**src/rtl/gno_ram.sv**
```systemverilog
// ----------------------------------------------------------------------------
// gno_ram: generic single-port-write, single-port-read RAM
// One write and one registered read per cycle.
// ----------------------------------------------------------------------------
`default_nettype none

module gno_ram #(
    parameter int WIDTH = 8,
    parameter int DEPTH = 256
) (
    input  wire logic                     clk,
    input  wire logic                     wr_en,
    input  wire logic [$clog2(DEPTH)-1:0] wr_addr,
    input  wire logic [WIDTH-1:0]         wr_data,
    input  wire logic                     rd_en,
    input  wire logic [$clog2(DEPTH)-1:0] rd_addr,
    output logic      [WIDTH-1:0]         rd_data
);

    logic [WIDTH-1:0] mem [DEPTH];

    always_ff @(posedge clk)
    begin
        if (wr_en)
        begin
            mem[wr_addr] <= wr_data;
        end
        if (rd_en)
        begin
            rd_data <= mem[rd_addr];
        end
    end

endmodule

`default_nettype wire

```
**config.mk**
```make
export PLATFORM = sky130hd
export DESIGN_NAME = gno_ram
export DESIGN_NICKNAME = d
export VERILOG_FILES = /design/src/rtl/gno_ram.sv
export SDC_FILE = /design/constraint.sdc
export NUM_CORES = 2
export LEC_CHECK = 0
export ABC_AREA = 1
export BUFFER_PORTS_ARGS = -buffer_cell sky130_fd_sc_hd__buf_2
export CAP_MARGIN = 20
export CORE_MARGIN = 10
export CORE_UTILIZATION = 50
export CTS_CLUSTER_DIAMETER = 60
export DETAILED_ROUTE_END_ITERATION = 10
export GPL_TIMING_DRIVEN = 0
export PLACE_DENSITY = 0.65
export RECOVER_POWER = 50
export SLEW_MARGIN = 20
export SYNTH_ARGS = -nofsm -noshare
export SYNTH_HDL_FRONTEND = slang
export SYNTH_SLANG_ARGS = --single-unit
```
**constraint.sdc**
```tcl
create_clock -name clk -period 5.6 [get_ports clk]
set_input_delay 1.12 -clock clk [delete_from_list [all_inputs] [get_ports clk]]
set_output_delay 1.12 -clock clk [all_outputs]
set_load 0.01 [all_outputs]
```
==> flow_metrics.tcl <==
set metrics [dict create \
    htreeDepth 4 \
    period_share_pct 81.02 \
    io_pins 35 \
    syn_inst 7003 \
    relSlewSlack_pct -209.3 \
    synthDominantAreaCellType "edfxtp_1" \
    status "finished, violations left" \
    initial_core_util_pct 50.42 \
    place_inst 9264 \
    required_ns 5.62 \
    slowest_stage "clkdlybuf4s25_1" \
    finalClockSkew_ns 0.04209 \
    min_path_type "input port to register" \
    power_frac_comb_pct 7.7 \
    seq_power_share_pct 50.3 \
    core_area_sq_um 165500 \
    cp-end-kind "register" \
    vias 62972 \
    synth_warnings 0 \
    max-cap-violations 9 \
    clock-sinks 2056 \
    grt_pass1_wl_mm 464.8 \
    cts.repair.resized 0 \
    synth_fp_nets 7030 \
    insertion_delay_ns 0.90 \
    yosys.cell_count.top_type "nand2_1" \
    grt_overflow 0 \
    r2r_cells 10 \
    drtIter0Drc 12352 \
    min_period_ns 4.537 \
    synth_top_area_share_pct 73.96 \
    routed_via_density 6.519 \
    synth.distinct_cells 13 \
    yosys_most_used_dff "edfxtp_1" \
    critPathLaunch "wr_data[6]" \
    crit_chain "clkdlybuf4s25_1" \
    powerDensity_nw_per_um2 358.2 \
    finalSetupViolCount 0 \
    ys_ff_latch 2056 \
    reg2reg_to "rd_data[4]$_DFFE_PP_" \
    tightestPinTransition_ns 4.640 \
    routedWlPerCell_um 36.03 \
    switching_share_pct 24.71 \
    yosys-top-cells-count "nand2_1, edfxtp_1, nand3_1, nor2_1, buf_2" \
    p_int_mw 25.46 \
    power.share.clock_pct 42.0 \
    syn_area_per_cell_sq_um 11.92 \
    first_global_vias 56739 \
    hold_viol 0 \
    leakagePower_nw 33.13 \
    tns_ns 0 \
    path_clk_slew_ns 0.06 \
    path_class "input port to register" \
    dp_hpwl_mm 241.6 \
    slew_viol_final 835 \
    cts_setup_buffers 0 \
    peakVddDrop_uv 358.6 \
    instances_no_fill 9660 \
    reg2reg_slack_ns 3.09 \
    power_mw 33.82 \
    worstPathArrival_ns 4.56 \
    path_buf_inv 1 \
    drc 0 \
    synth_edf_count 2056 \
    violations "capacitance limit, slew limit" \
    grtUsageTotal_pct 36.64 \
    synth_area_leaders "edfxtp_1, nand3_1, nand2_1, buf_2, nor2_1" \
    synth_area_sq_um 83480 \
    holdWs_ns 0.7677 \
    cp_max_fo 88 \
    nets 7319 \
    cts_tree "done" \
    synthArstFlopShare_pct 0 \
    io_buffers 27 \
    drtPass1Iterations 7 \
    cts_made_buffers 210 \
    ant_nets 0 \
    fmax_mhz 220.4 \
    drive_gt1_share_pct 10.64 \
    clockBufferDepth 3 \
    crit_family "buffers and inverters" \
    die_width_um 428.6 \
    ctsHoldBuffers 0 \
    antenna_found_initial 18 \
    n_fill_cell 13571 \
    worstReg2RegStart "mem[133][4]$_DFFE_PP_" \
    syn_to_final_growth_pct 13.11 \
    p_sw_mw 8.356 \
    die_y_um 428.6 \
    rows 149 \
    ys_seq_area_share_pct 73.96 \
    die-area_sq_um 183700 \
    cts_root_buffer "clkbuf_16" \
    critPathLaunchType "input port" \
    grt_max_degree 137 \
    gp_congestion 1.061 \
    rsz0062_at_grt "false" \
    cp_num_cells 1 \
    max_stage_delay_ns 3.20 \
    worstSetupEndpoint "mem[80][6]$_DFFE_PP_" \
    routed_wl_mm 348.0 \
]
==> cell families after synthesis <==
family / share of synthesized area [%]
simple gates: 22.92
flops: 73.96
buf+inv: 3.116
==> stage by stage <==
stage | cell area [sq um] | utilization [%] | setup slack (ns)
floorplan | 83480 | - | 2.989
global placement | 86350 | 52.16 | -0.4117
detailed placement | 87560 | 52.89 | 0.8871
CTS | 94460 | 57.06 | 1.801
global route | 94400 | 57.02 | 0.9266
finish | 94420 | 57.03 | 1.063
==> worst min path at each step <==
stage                           from                     to  slack, ns  cells past startpoint
6_report                  wr_data[7]  mem[189][7]$_DFFE_PP_       0.77                      1
4_1_cts                   wr_data[0]  mem[108][0]$_DFFE_PP_       0.52                      1
3_5_place_dp   mem[246][7]$_DFFE_PP_   rd_data[7]$_DFFE_PP_       1.18                     10
2_1_floorplan   mem[40][0]$_DFFE_PP_   rd_data[0]$_DFFE_PP_       0.91                     10
3_3_place_gp   mem[254][4]$_DFFE_PP_   rd_data[4]$_DFFE_PP_       1.18                     10
5_1_grt                   wr_data[7]  mem[153][7]$_DFFE_PP_       0.80                      1
==> flip-flops by register name, indices dropped and copies added (netlist names) <==
signal   flops
rd_data      8
mem       2048
==> metal layers <==
metal	up-vias	part of all wire [%]	track usage (%)
li1	25473	-	-
met1	30809	36	49.73
met2	5637	41	51.09
met3	1039	16	12.08
met4	14	7.3	22.00
met5	-	0.028	0
==> cell type report <==
cell class / count / area [sq um] / area share, %
repair buffers: 77 / 1100 / 1.165
plain buffers: 483 / 2496 / 2.644
inverters: 39 / 148.9 / 0.1577
multi-input cells: 4425 / 19280 / 20.42
clock buffers: 254 / 5420 / 5.741
well taps: 2189 / 2739 / 2.901
flip-flops and latches: 2056 / 61740 / 65.39
clock inverters: 130 / 1476 / 1.564
diodes: 7 / 17.52 / 0.01855
==> cells in the final DEF, fill, tap and decap left out <==
master,synthesis,final
buf_8,1,16
clkinv_8,0,3
nand2_1,2123,2123
clkinv_2,0,39
clkinv_16,0,8
inv_1,36,36
diode_2,0,7
clkinvlp_4,0,6
clkbuf_2,0,35
inv_8,0,1
nor2_1,283,225
inv_2,2,2
buf_1,40,36
buf_2,268,288
clkinv_4,0,3
inv_4,1,1
buf_16,0,23
clkinv_1,0,41
clkdlybuf4s25_1,0,1
buf_6,16,23
clkbuf_16,0,210
bufinv_16,0,22
nand3_1,2019,2019
inv_16,0,3
edfxtp_1,2056,2056
nor2_2,0,58
clkbuf_1,112,133
buf_4,46,49
inv_6,0,4
==> power groups by stage <==
stage / clock, mW / sequential, mW / combinational (mW)
3_5_place_dp: 0 / 17.3 / 2.44
3_3_place_gp: 0 / 17.4 / 2.36
5_1_grt: 14.7 / 17.0 / 2.61
4_1_cts: 14.1 / 17.0 / 2.45
2_1_floorplan: 0 / 17.3 / 1.05
6_report: 14.2 / 17.0 / 2.60
Note: power is estimated with default switching activity, not from simulation.
